<file path="config.mk">
export PLATFORM = sky130hd
export DESIGN_NAME = rainflow_cycle_counter
export DESIGN_NICKNAME = d
export VERILOG_FILES = /design/src/hw/rtl/rfc_pkg.sv /design/src/hw/rtl/rainflow_cycle_counter.sv /design/src/hw/rtl/rfc_stack_ram.sv
export SDC_FILE = /design/constraint.sdc
export NUM_CORES = 1
export LEC_CHECK = 0
export BUFFER_PORTS_ARGS = -buffer_cell sky130_fd_sc_hd__buf_2
export CORE_MARGIN = 5
export CORE_UTILIZATION = 30
export CTS_CLUSTER_SIZE = 8
export DETAILED_ROUTE_END_ITERATION = 10
export HOLD_SLACK_MARGIN = 0.06
export SETUP_SLACK_MARGIN = 0.4
export SYNTH_ARGS = -nofsm -noshare
export SYNTH_HDL_FRONTEND = slang
export SYNTH_SLANG_ARGS = --single-unit
</file>
<file path="constraint.sdc">
create_clock -name clk -period 8.21 [get_ports clk]
set_input_delay 0.4105 -clock clk [delete_from_list [all_inputs] [get_ports clk]]
set_output_delay 0.4105 -clock clk [all_outputs]
set_load 0.02 [all_outputs]
</file>
<file path="src/hw/rtl/rfc_pkg.sv">
// Shared constants for the rainflow cycle counter.
// Result kind codes and default sizes; no dependencies.
package rfc_pkg;

  localparam int STACK_DEPTH_DEF  = 32;
  localparam int SAMPLE_WIDTH_DEF = 16;

  localparam int KIND_W = 2;

  localparam logic [KIND_W-1:0] KIND_HALF = 2'd0;
  localparam logic [KIND_W-1:0] KIND_FULL = 2'd1;
  localparam logic [KIND_W-1:0] KIND_END  = 2'd2;

endpackage

</file>
<file path="src/hw/rtl/rainflow_cycle_counter.sv">
// Rainflow cycle counter, residue-stack form.
// Uses rfc_pkg (kind codes, defaults) and rfc_stack_ram (residue storage).
//
// s_axis: one turning point per beat, tlast on the final extremum of a
//   sequence. m_axis: zero or more cycle results per input beat, tlast on
//   the last result caused by that input; a final input always yields at
//   least the end marker. Each result carries the exact range |p-q|, the
//   sum p+q of its two turning points and the sticky overflow flag.
// The stack lives in a RAM at a circular base offset; the top three entries
//   are mirrored in registers. A push is followed by the range check and
//   the drain of the pending result. Each full cycle reduction reloads the
//   mirrored entries from RAM through LOAD1, LOAD2 and, if needed, LOAD3; a
//   half-cycle drop needs no reload. The end-of-sequence flush reads each
//   residue entry through FRD and FCAP, then makes the marker in FEND and
//   drains it in FIN. One input is in work at a time; s_axis_tready is high
//   only when idle. Results pass through a one-deep holding stage and an
//   output register, so the flag for the last result is known before it is shown.
// Reset clears the stack fill, the overflow flag and all valid bits. When
//   m_axis_tready is low the sequencer stalls at a result that finds both result stages full, no loss.
module rainflow_cycle_counter #(
  parameter int STACK_DEPTH  = rfc_pkg::STACK_DEPTH_DEF,
  parameter int SAMPLE_WIDTH = rfc_pkg::SAMPLE_WIDTH_DEF
) (
  input  logic clk,
  input  logic rst,
  // s_axis_tdata: [SAMPLE_WIDTH-1:0] turning_value, rest zero
  input  logic                                   s_axis_tvalid,
  output logic                                   s_axis_tready,
  input  logic [((SAMPLE_WIDTH+7)/8)*8-1:0]      s_axis_tdata,
  input  logic                                   s_axis_tlast,
  // m_axis_tdata: cycle_range (SAMPLE_WIDTH), level_sum (SAMPLE_WIDTH+1),
  //               overflow_seen (1), zero pad
  output logic                                   m_axis_tvalid,
  input  logic                                   m_axis_tready,
  output logic [((2*SAMPLE_WIDTH+2+7)/8)*8-1:0]  m_axis_tdata,
  // m_axis_tuser: cycle_kind
  output logic [rfc_pkg::KIND_W-1:0]             m_axis_tuser,
  output logic                                   m_axis_tlast
);
  import rfc_pkg::*;

  localparam int SW  = SAMPLE_WIDTH;
  localparam int AW  = $clog2(STACK_DEPTH);
  localparam int FW  = $clog2(STACK_DEPTH + 1);
  localparam int ODW = ((2*SAMPLE_WIDTH+2+7)/8)*8;

  localparam logic [3:0] ST_IDLE  = 4'd0;
  localparam logic [3:0] ST_CHECK = 4'd1;
  localparam logic [3:0] ST_LOAD1 = 4'd2;
  localparam logic [3:0] ST_LOAD2 = 4'd3;
  localparam logic [3:0] ST_LOAD3 = 4'd4;
  localparam logic [3:0] ST_FRD   = 4'd5;
  localparam logic [3:0] ST_FCAP  = 4'd6;
  localparam logic [3:0] ST_FEND  = 4'd7;
  localparam logic [3:0] ST_FIN   = 4'd8;

  // logical stack index -> RAM address, circular from base
  function automatic logic [AW-1:0] phys(input logic [AW-1:0] b, input logic [FW-1:0] i);
    logic [AW:0] s;
    s = (AW+1)'(b) + (AW+1)'(i);
    if (s >= (AW+1)'(STACK_DEPTH)) begin
      s = s - (AW+1)'(STACK_DEPTH);
    end
    return s[AW-1:0];
  endfunction

  // control state
  logic [3:0]    state;
  logic [FW-1:0] fill;
  logic [AW-1:0] base;
  logic          ovf;
  logic          last_item;
  logic [FW-1:0] idx;

  // top-of-stack mirror: top = s[fill-1], sec = s[fill-2], thr = s[fill-3]
  logic signed [SW-1:0] top, sec, thr, prev;

  // pending result (held until the next one or the end of the item)
  logic                 pend_v;
  logic [KIND_W-1:0]    pend_kind;
  logic [SW-1:0]        pend_range;
  logic signed [SW:0]   pend_sum;
  logic                 pend_ovf;

  // output register
  logic                 out_v;
  logic [KIND_W-1:0]    out_kind;
  logic [SW-1:0]        out_range;
  logic signed [SW:0]   out_sum;
  logic                 out_ovf;
  logic                 out_last;

  // RAM port
  logic          ram_we;
  logic [AW-1:0] ram_waddr;
  logic [SW-1:0] ram_wdata;
  logic [AW-1:0] ram_raddr;
  logic [SW-1:0] ram_rdata;
  logic signed [SW-1:0] rd_val;

  rfc_stack_ram #(
    .DEPTH (STACK_DEPTH),
    .WIDTH (SW),
    .AW    (AW)
  ) u_ram (
    .clk   (clk),
    .we    (ram_we),
    .waddr (ram_waddr),
    .wdata (ram_wdata),
    .raddr (ram_raddr),
    .rdata (ram_rdata)
  );

  assign rd_val = $signed(ram_rdata);

  logic signed [SW-1:0] in_val;
  assign in_val = $signed(s_axis_tdata[SW-1:0]);

  logic in_fire;
  assign s_axis_tready = (state == ST_IDLE);
  assign in_fire       = s_axis_tvalid && s_axis_tready;

  // newer range |top - sec|
  logic signed [SW:0] d_new, n_new;
  logic [SW-1:0]      r_new;
  assign d_new = {top[SW-1], top} - {sec[SW-1], sec};
  assign n_new = -d_new;
  assign r_new = d_new[SW] ? n_new[SW-1:0] : d_new[SW-1:0];

  // result operands
  logic                 em_go;
  logic [KIND_W-1:0]    em_kind;
  logic signed [SW-1:0] em_p, em_q;
  logic signed [SW:0]   d_em, n_em, em_sum;
  logic [SW-1:0]        em_range;
  logic                 reduce;

  always_comb begin
    em_kind = KIND_HALF;
    em_p    = '0;
    em_q    = '0;
    case (state)
      ST_CHECK: begin
        if (fill == FW'(3)) begin
          em_p = thr;
          em_q = sec;
        end else begin
          em_kind = KIND_FULL;
          em_p    = sec;
          em_q    = thr;
        end
      end
      ST_FCAP: begin
        em_p = prev;
        em_q = rd_val;
      end
      ST_FEND: begin
        em_kind = KIND_END;
      end
      default: begin
        em_kind = KIND_HALF;
      end
    endcase
  end

  assign d_em     = {em_p[SW-1], em_p} - {em_q[SW-1], em_q};
  assign n_em     = -d_em;
  assign em_range = d_em[SW] ? n_em[SW-1:0] : d_em[SW-1:0];
  assign em_sum   = {em_p[SW-1], em_p} + {em_q[SW-1], em_q};

  // older range no greater than newer range
  assign reduce = (state == ST_CHECK) && (fill >= FW'(3)) && (em_range <= r_new);

  always_comb begin
    case (state)
      ST_CHECK: em_go = reduce && (em_range != '0);
      ST_FCAP:  em_go = (idx != '0) && (em_range != '0);
      ST_FEND:  em_go = 1'b1;
      default:  em_go = 1'b0;
    endcase
  end

  logic out_free, room, advance, emit, drain;
  assign out_free = !out_v || m_axis_tready;
  assign room     = !pend_v || out_free;
  assign advance  = !em_go || room;
  assign emit     = em_go && room;
  assign drain    = (state == ST_FIN) && pend_v && out_free;

  // RAM addressing
  always_comb begin
    ram_we    = 1'b0;
    ram_waddr = phys(base, fill);
    ram_wdata = in_val;
    if (in_fire && (fill < FW'(STACK_DEPTH))) begin
      ram_we = 1'b1;
    end else if (reduce && advance && (fill != FW'(3))) begin
      // s[t-2] <= s[t]
      ram_we    = 1'b1;
      ram_waddr = phys(base, fill - FW'(3));
      ram_wdata = top;
    end
  end

  always_comb begin
    case (state)
      ST_LOAD1: ram_raddr = phys(base, fill - FW'(2));
      ST_LOAD2: ram_raddr = phys(base, fill - FW'(3));
      default:  ram_raddr = phys(base, idx);
    endcase
  end

  // sequencer
  always_ff @(posedge clk) begin
    if (rst) begin
      state     <= ST_IDLE;
      fill      <= '0;
      base      <= '0;
      ovf       <= 1'b0;
      last_item <= 1'b0;
      idx       <= '0;
    end else begin
      case (state)
        ST_IDLE: begin
          if (in_fire) begin
            last_item <= s_axis_tlast;
            if (fill < FW'(STACK_DEPTH)) begin
              fill <= fill + FW'(1);
              top  <= in_val;
              sec  <= top;
              thr  <= sec;
            end else begin
              ovf <= 1'b1;
            end
            state <= ST_CHECK;
          end
        end
        ST_CHECK: begin
          if (advance) begin
            if (reduce) begin
              if (fill == FW'(3)) begin
                // drop the oldest entry
                fill <= FW'(2);
                base <= (base == AW'(STACK_DEPTH - 1)) ? '0 : base + AW'(1);
              end else begin
                fill  <= fill - FW'(2);
                state <= ST_LOAD1;
              end
            end else if (last_item) begin
              idx   <= '0;
              state <= (fill >= FW'(2)) ? ST_FRD : ST_FEND;
            end else begin
              state <= ST_FIN;
            end
          end
        end
        ST_LOAD1: begin
          state <= ST_LOAD2;
        end
        ST_LOAD2: begin
          sec   <= rd_val;
          state <= (fill >= FW'(3)) ? ST_LOAD3 : ST_CHECK;
        end
        ST_LOAD3: begin
          thr   <= rd_val;
          state <= ST_CHECK;
        end
        ST_FRD: begin
          state <= ST_FCAP;
        end
        ST_FCAP: begin
          if (advance) begin
            prev <= rd_val;
            idx  <= idx + FW'(1);
            state <= ((idx + FW'(1)) < fill) ? ST_FRD : ST_FEND;
          end
        end
        ST_FEND: begin
          if (advance) begin
            fill  <= '0;
            ovf   <= 1'b0;
            state <= ST_FIN;
          end
        end
        ST_FIN: begin
          if (!pend_v || out_free) begin
            state <= ST_IDLE;
          end
        end
        default: begin
          state <= ST_IDLE;
        end
      endcase
    end
  end

  // pending stage and output register
  always_ff @(posedge clk) begin
    if (rst) begin
      pend_v <= 1'b0;
      out_v  <= 1'b0;
    end else begin
      if ((emit || drain) && pend_v) begin
        out_v     <= 1'b1;
        out_kind  <= pend_kind;
        out_range <= pend_range;
        out_sum   <= pend_sum;
        out_ovf   <= pend_ovf;
        out_last  <= drain;
      end else if (out_v && m_axis_tready) begin
        out_v <= 1'b0;
      end
      if (emit) begin
        pend_v     <= 1'b1;
        pend_kind  <= em_kind;
        pend_range <= em_range;
        pend_sum   <= em_sum;
        pend_ovf   <= ovf;
      end else if (drain) begin
        pend_v <= 1'b0;
      end
    end
  end

  assign m_axis_tvalid = out_v;
  assign m_axis_tdata  = ODW'({out_ovf, out_sum, out_range});
  assign m_axis_tuser  = out_kind;
  assign m_axis_tlast  = out_last;

  // checks
  a_fill_bound: assert property (@(posedge clk) disable iff (rst)
    fill <= FW'(STACK_DEPTH))
    else $error("stack fill beyond depth");

  a_base_bound: assert property (@(posedge clk) disable iff (rst)
    base < AW'(STACK_DEPTH - 1) || base == AW'(STACK_DEPTH - 1))
    else $error("base pointer out of range");

  a_idle_clean: assert property (@(posedge clk) disable iff (rst)
    (state == ST_IDLE) |-> !pend_v)
    else $error("pending result left at idle");

  a_end_clears: assert property (@(posedge clk) disable iff (rst)
    (state == ST_FEND && room) |=> (fill == '0 && !ovf && pend_v && pend_kind == KIND_END))
    else $error("end marker did not close the sequence");

  a_reload_fill: assert property (@(posedge clk) disable iff (rst)
    (state == ST_LOAD2) |-> (fill >= FW'(2)))
    else $error("stack reload with too few entries");

endmodule

</file>
<file path="src/hw/rtl/rfc_stack_ram.sv">
// Residue stack storage: one write port, one read port, registered read data.
// Uses no package items.
module rfc_stack_ram #(
  parameter int DEPTH = 32,
  parameter int WIDTH = 16,
  parameter int AW    = 5
) (
  input  logic             clk,
  input  logic             we,
  input  logic [AW-1:0]    waddr,
  input  logic [WIDTH-1:0] wdata,
  input  logic [AW-1:0]    raddr,
  output logic [WIDTH-1:0] rdata
);

  logic [WIDTH-1:0] mem [DEPTH];

  always_ff @(posedge clk) begin
    if (we) begin
      mem[waddr] <= wdata;
    end
  end

  always_ff @(posedge clk) begin
    rdata <= mem[raddr];
  end

endmodule
</file>
# Word level (Yosys, flattened, before mapping)
# Memories as Yosys holds them, arrays and structs flattened. A register that Yosys moved wholly into a read port is not among the register bits.
# Cells that the tools add are included.
[word_totals]
register_bits = 162
n_memories = 1
word_cells = 175
input_bits = 21
mem_bits_rw = 512
[mem_list]
columns = ["memory", "depth", "width", "rd", "rd_clocked_by_memory_dff", "wr", "line_no", "text"]
rows = [
  ["u_ram.mem", 32, 16, 1, 1, 1, "rfc_stack_ram.sv:16", "logic [WIDTH-1:0] mem [DEPTH];"],
]
[classes]
mux = 61
bitwise_logic = 1
n_eq_ne = 22
addsub = 18
magnitude_cmp = 9
reduce_logical = 42
[ops]
columns = ["operator", "count"]
rows = [
  ["$mux W16", 10],
  ["$pmux W16 S2", 4],
  ["$mux W6", 10],
  ["$pmux W4 S9", 1],
  ["$mux W5", 7],
  ["$sub A16 B16 Y17", 2],
  ["$mux W4", 8],
  ["$neg A16 Y16", 2],
  ["$add A5 B6 Y6", 4],
  ["$ge A6 B6 Y1 const B", 4],
  ["$reduce_and A4 Y1", 5],
  ["$sub A5 B1 Y5 const B", 4],
  ["$pmux W6 S3", 1],
  ["$add A16 B16 Y17", 1],
  ["$eq A4 B3 Y1 const B", 4],
  ["$le A16 B16 Y1", 1],
  ["$ne A2 B2 Y1 const B", 8],
  ["$reduce_bool A16 Y1", 1],
  ["$logic_and A1 B1 Y1", 13],
  ["$add A6 B1 Y6 const B", 2],
  ["$ge A6 B2 Y1 const B", 2],
  ["$mux W1", 12],
  ["$pmux W6 S2", 1],
  ["$reduce_and A6 Y1", 2],
  ["28 further kinds", 44],
]

# Depth between registers and ports, before layout
[logic_depth]
ltp_word = 18
mapped_depth = 33

# Hierarchy
# A second synthesis with hierarchy kept.
[hier_totals]
hier_cells = 2365
area_unflattened_um2 = 32242.2
[modules_own_cells]
columns = ["module", "n_inst", "cells_per_inst", "area_each_um2", "seq_area_each_um2"]
rows = [
  ["rfc_stack_ram", 1, 1143, 20534.7, 15695.1],
  ["rainflow_cycle_counter", 1, 1222, 11707.5, 4554.4],
]

# Worst setup path after synthesis
# Ideal clock, no wire load.
[synth_path]
path_kind = "register to register"
from = "register fill[1]"
to = "register pend_kind[0] (enable)"
path_stages_with_launch = 32
path_slack_ns = -0.644
arrival_ns = 8.427
period_less_slack_ns = 8.854
setup_time_ns = 0.427
path_cell_list = "dfxtp_1 ha_1 inv_1 nor3_1 clkbuf_1 clkbuf_1 mux2i_1 o21ai_0 ha_1 inv_1 fa_1 a211oi_2 nor2_1 xnor2_1 or4_1 buf_2 nor3_1 nor2_1 xor2_1 ha_1 a21o_1 a21o_1 a21oi_1 nor2_1 a211oi_1 a21oi_1 or3_1 clkbuf_1 nand2_1 a21oi_1 or2_2 nor2_1"
[synth_between]
elab_chain_len = 12
[synth_lines]
columns = ["element", "line_no", "text"]
rows = [
  ["start, declared", "rainflow_cycle_counter.sv:69", "logic [FW-1:0] fill;"],
  ["start signal, assigned", "rainflow_cycle_counter.sv:228", "fill <= fill + FW'(1);"],
  ["start signal, assigned", "rainflow_cycle_counter.sv:246", "fill <= fill - FW'(2);"],
  ["$eq A6 B2 Y1 *", "rainflow_cycle_counter.sv:144", "if (fill == FW'(3)) begin"],
  ["$mux W16", "rainflow_cycle_counter.sv:144", ""],
  ["$pmux W16 S2", "rainflow_cycle_counter.sv:142", "case (state)"],
  ["$sub A16 B16 Y17 *", "rainflow_cycle_counter.sv:166", "assign d_em = {em_p[SW-1], em_p} - {em_q[SW-1], em_q};"],
  ["$neg A16 Y16", "rainflow_cycle_counter.sv:167", "assign n_em = -d_em;"],
  ["$mux W16 *", "rainflow_cycle_counter.sv:168", "assign em_range = d_em[SW] ? n_em[SW-1:0] : d_em[SW-1:0];"],
  ["named net em_range[9]", "rainflow_cycle_counter.sv:135", "logic [SW-1:0] em_range;"],
  ["$le A16 B16 Y1", "rainflow_cycle_counter.sv:172", "assign reduce = (state == ST_CHECK) && (fill >= FW'(3)) && (em_range <= r_new);"],
  ["$logic_and A1 B1 Y1", "rainflow_cycle_counter.sv:172", ""],
  ["$logic_and A1 B1 Y1", "rainflow_cycle_counter.sv:176", "ST_CHECK: em_go = reduce && (em_range != '0);"],
  ["$pmux W1 S3 *", "rainflow_cycle_counter.sv:175", "case (state)"],
  ["$logic_and A1 B1 Y1 *", "rainflow_cycle_counter.sv:187", "assign emit = em_go && room;"],
  ["$reduce_and A2 Y1 (no line) *", "n/a", ""],
  ["end signal, assigned", "rainflow_cycle_counter.sv:315", "pend_kind <= em_kind;"],
  ["end, declared", "rainflow_cycle_counter.sv:80", "logic [KIND_W-1:0] pend_kind;"],
]
# Mark *: on every way through the listed nets, which the timed path passes. The rest lies on a longest branch.
# A chain may end at the register's enable or synchronous reset.

# Worst setup path in the final report
[layout_path]
from = "register fill[0]"
to = "memory u_ram.mem[31][12] (enable)"
[layout_between]
elab_chain_len = 18
[layout_lines]
columns = ["element", "line_no", "text"]
rows = [
  ["$eq A6 B2 Y1 *", "rainflow_cycle_counter.sv:144", ""],
  ["$mux W16", "rainflow_cycle_counter.sv:144", ""],
  ["$pmux W16 S2", "rainflow_cycle_counter.sv:142", ""],
  ["$sub A16 B16 Y17 *", "rainflow_cycle_counter.sv:166", ""],
  ["$neg A16 Y16", "rainflow_cycle_counter.sv:167", ""],
  ["$mux W16 *", "rainflow_cycle_counter.sv:168", ""],
  ["named net em_range[15]", "rainflow_cycle_counter.sv:135", ""],
  ["$le A16 B16 Y1", "rainflow_cycle_counter.sv:172", ""],
  ["(+2 left out)", "n/a", ""],
  ["$pmux W1 S3", "rainflow_cycle_counter.sv:175", ""],
  ["$logic_not A1 Y1", "rainflow_cycle_counter.sv:186", "assign advance = !em_go || room;"],
  ["$logic_or A1 B1 Y1", "rainflow_cycle_counter.sv:186", ""],
  ["$logic_and A1 B1 Y1 * (2 in a row)", "rainflow_cycle_counter.sv:197", "end else if (reduce && advance && (fill != FW'(3))) begin"],
  ["$mux W1", "rainflow_cycle_counter.sv:197", ""],
  ["$mux W1", "rainflow_cycle_counter.sv:195", "if (in_fire && (fill < FW'(STACK_DEPTH))) begin"],
  ["$mux W1", "rfc_stack_ram.sv:19", "if (we) begin"],
  ["$mux W1 (implied by the code)", "rfc_stack_ram.sv:20", "mem[waddr] <= wdata;"],
  ["end, declared", "rfc_stack_ram.sv:16", ""],
]
# Marked as above.

==> metrics.txt <==
Max VDD drop=0.388 mV; Synth Area in Compound Gates=7.55%; area leader, netlist=edfxtp_1; Synth area leaders=edfxtp_1 61%, mux4_2 9.1%, ha_1 3.7%; DPL Wire Length=51000 µm; fillers=10034; initial antenna violation count=1; H-tree Lvls=3; syn avg cell area=14.1 µm²; fmax=135 MHz; 1st-iter DRT viols=1373; synthesis-stage register bit count=688; Critical Path Slowest Stage Cell=dfxtp_1; setup TNS=0 ns; number of buffers created by CTS=96; Pwr Density=450 nW/µm²; post-synth cell types=84; Gate Count Post-Synth=2245; vias in the first global route=18776; mux cell area share after synthesis=10.9%; Routed wire per std cell=20.5 µm; Final Hold Vio Count=0; Clock Skew=0.0468 ns; Net Sw Frac=40.6%; ys flop type=edfxtp_1; Residual DRC=0; min Tclk post-route=7.40 ns; top cells by count, synth=647 x edfxtp_1, 232 x nand2_1, 186 x nor2_1; kind of critical path=reg -> reg; worst-margin pin slew=1.11 ns; global-route wire length before repair=118000 µm; count leader, synth=edfxtp_1; worst-path maximum fanout=34; Core Area=105000 µm²; Critical Path Source Type=flop; post-synthesis adder-cell area fraction=4.11%; CTS Buffer Depth=3; power share of the clock group=21.3%; Post-synth EDFFs=647; final WL=78200 µm; Reg power frac=30.4%; worst min path class=in -> reg; Routed Antenna Nets=0; simple-gate portion of the synthesized area=8.78%; Final Instance Area=37000 µm²; CP Capture Type=flop; Final Wtd Congestion=0.846; YS warnings=0; R2R Path Start=fill[0]$_SDFFE_PP0P_; final cell count without fillers=3806; Synth async-reset ratio=0%; origin of the worst setup path=fill[0]$_SDFFE_PP0P_; gr usage total=13.7%; final slew viol count=0; dpl cells=3661; hold_sp=s_axis_tvalid; Post-CTS Setup Bufs=0; Skew-Pair Late Insertion Delay=0.66 ns; die span in y=335 µm; main combinational cell family by area after synthesis=multiplexers; I/O Buffers=59; clock tree sinks=688; CP required=8.54 ns; Root Buffer=clkbuf_16; GRT overflow=0; Setup WS pre-CTS=0.132 ns; vias per inst=4.99; Gate power share=48.3%; fraction of layout cells with a size suffix above 1=18.6%; Via Count=18987; Cell Area, Synth=31800 µm²; Static Leakage=12.7 nW; Die ar.=112000 µm²; register area share after synthesis=63.8%; CTS tree=yes; critical path arrival=7.73 ns; Initial Utilization=30.2%; crit-path leading delay family=compound AO/OA/AOI/OAI gates; die width=335 µm; 1st-pass router iterations=5; worst rel slew slack=25.2%; XOR/XNOR Fraction of Synth Area=2.26%; Internal=9.90 mW; outcome=completed; final setup fails=0; setup ws final=0.809 ns; Layout area overhead=16.6%; area share of the largest cell type after synthesis=61.2%; clock slew at reported path FFs=0.05 ns; switching power=6.76 mW; Post-DP Area=34100 µm²; Final Cycle Share=90.1%; WP buf/inv=5; RSZ-0062 raised after global routing=no; final core utilization=35.2%; slowest stage delay, CP=0.45 ns; num ports=66; # rows=119; max_cap viols=0; Final #Nets=2506; largest net degree at the start of global routing=77
==> routing by layer <==
layer  share of wire (%)  vias to the layer above  GRT usage [%]
li1                    -                     8752              -
met1                  45                     9583           19.4
met2                  47                      550           22.0
met3                 5.9                      102           2.40
met4                 1.7                        0           3.17
met5                   0                        -              0
==> final cells by class <==
| type | instances | area [µm²] | area share, % |
|---|---|---|---|
| multi-input combinational | 1359 | 10900 | 29.4 |
| antenna | 2 | 5.00 | 0.0135 |
| clock buffer | 120 | 2530 | 6.84 |
| sequential | 688 | 20200 | 54.7 |
| inverter | 91 | 342 | 0.922 |
| tap | 1391 | 1740 | 4.70 |
| clock inverter | 6 | 138 | 0.372 |
| timing repair buffer | 149 | 1140 | 3.08 |
==> cells in the final DEF, fill, tap and decap left out, types with 56 or more instances in the layout <==
cell       instances
a21oi_1           81
buf_2             59
buf_4             56
clkbuf_16         97
edfxtp_1         647
ha_1              91
inv_1             91
mux4_2           128
nand2_1          232
nor2_1           182
o21ai_0          107
==> power groups by stage <==
stage	registers (mW)	clock network (mW)	logic, mW
6_report	5.07	3.56	8.04
2_1_floorplan	5.03	0	5.39
3_5_place_dp	5.13	0	7.89
3_3_place_gp	5.12	0	7.83
5_1_grt	5.10	3.81	8.79
4_1_cts	5.07	3.64	7.94
==> stage by stage <==
step / hold slack, ns / power [mW]
final: 0.117 / 16.7
after global routing: 0.116 / 17.7
after CTS: 0.0838 / 16.6
after detailed placement: 0.405 / 13.0
after global placement: 0.401 / 13.0
after floorplan: 0.400 / 10.4
==> flip-flops by register name, indices dropped and copies added, names as in the netlist, 2 cells and up <==
register and cells:
prev 16, out_sum 16, base 5, state 4
pend_range 16, u_ram.mem 512, sec 16, u_ram.rdata 16
out_range 16, pend_sum 16, idx 6, thr 16
m_axis_tuser 2, top 16, pend_kind 2, fill 6
==> cells by family after synthesis <==
kind of cell    Yosys count
mux                     183
compound gates          366
simple gates            622
flops                   688
buf+inv                 203
xor+xnor                 82
fa+ha+maj               100
other cells               1
==> final timing paths <==
kind	end	slack, ns	cells after the start
max reg2reg	u_ram.mem[31][12]$_DFFE_PP_	0.81	27
max	u_ram.mem[31][12]$_DFFE_PP_	0.81	27
min reg2reg	out_sum[16]$_DFFE_PP_	0.41	0
min	last_item$_SDFFE_PP0P_	0.12	3
==> tightest hold or removal path: cells and delay by family <==
kind            cells  cell delay [ns]
buf+inv             1             0.13
compound gates      1             0.09
simple gates        1             0.07
==> what timing repair did <==
item	in CTS	in global routing
endpoints found under the setup margin	796	1127
endpoints found under the hold margin	17	0
hold buffers	17	0
gates cloned	0	0
pin swaps	0	0
resized for setup	5	28
Power figures use the tool's default switching activity.
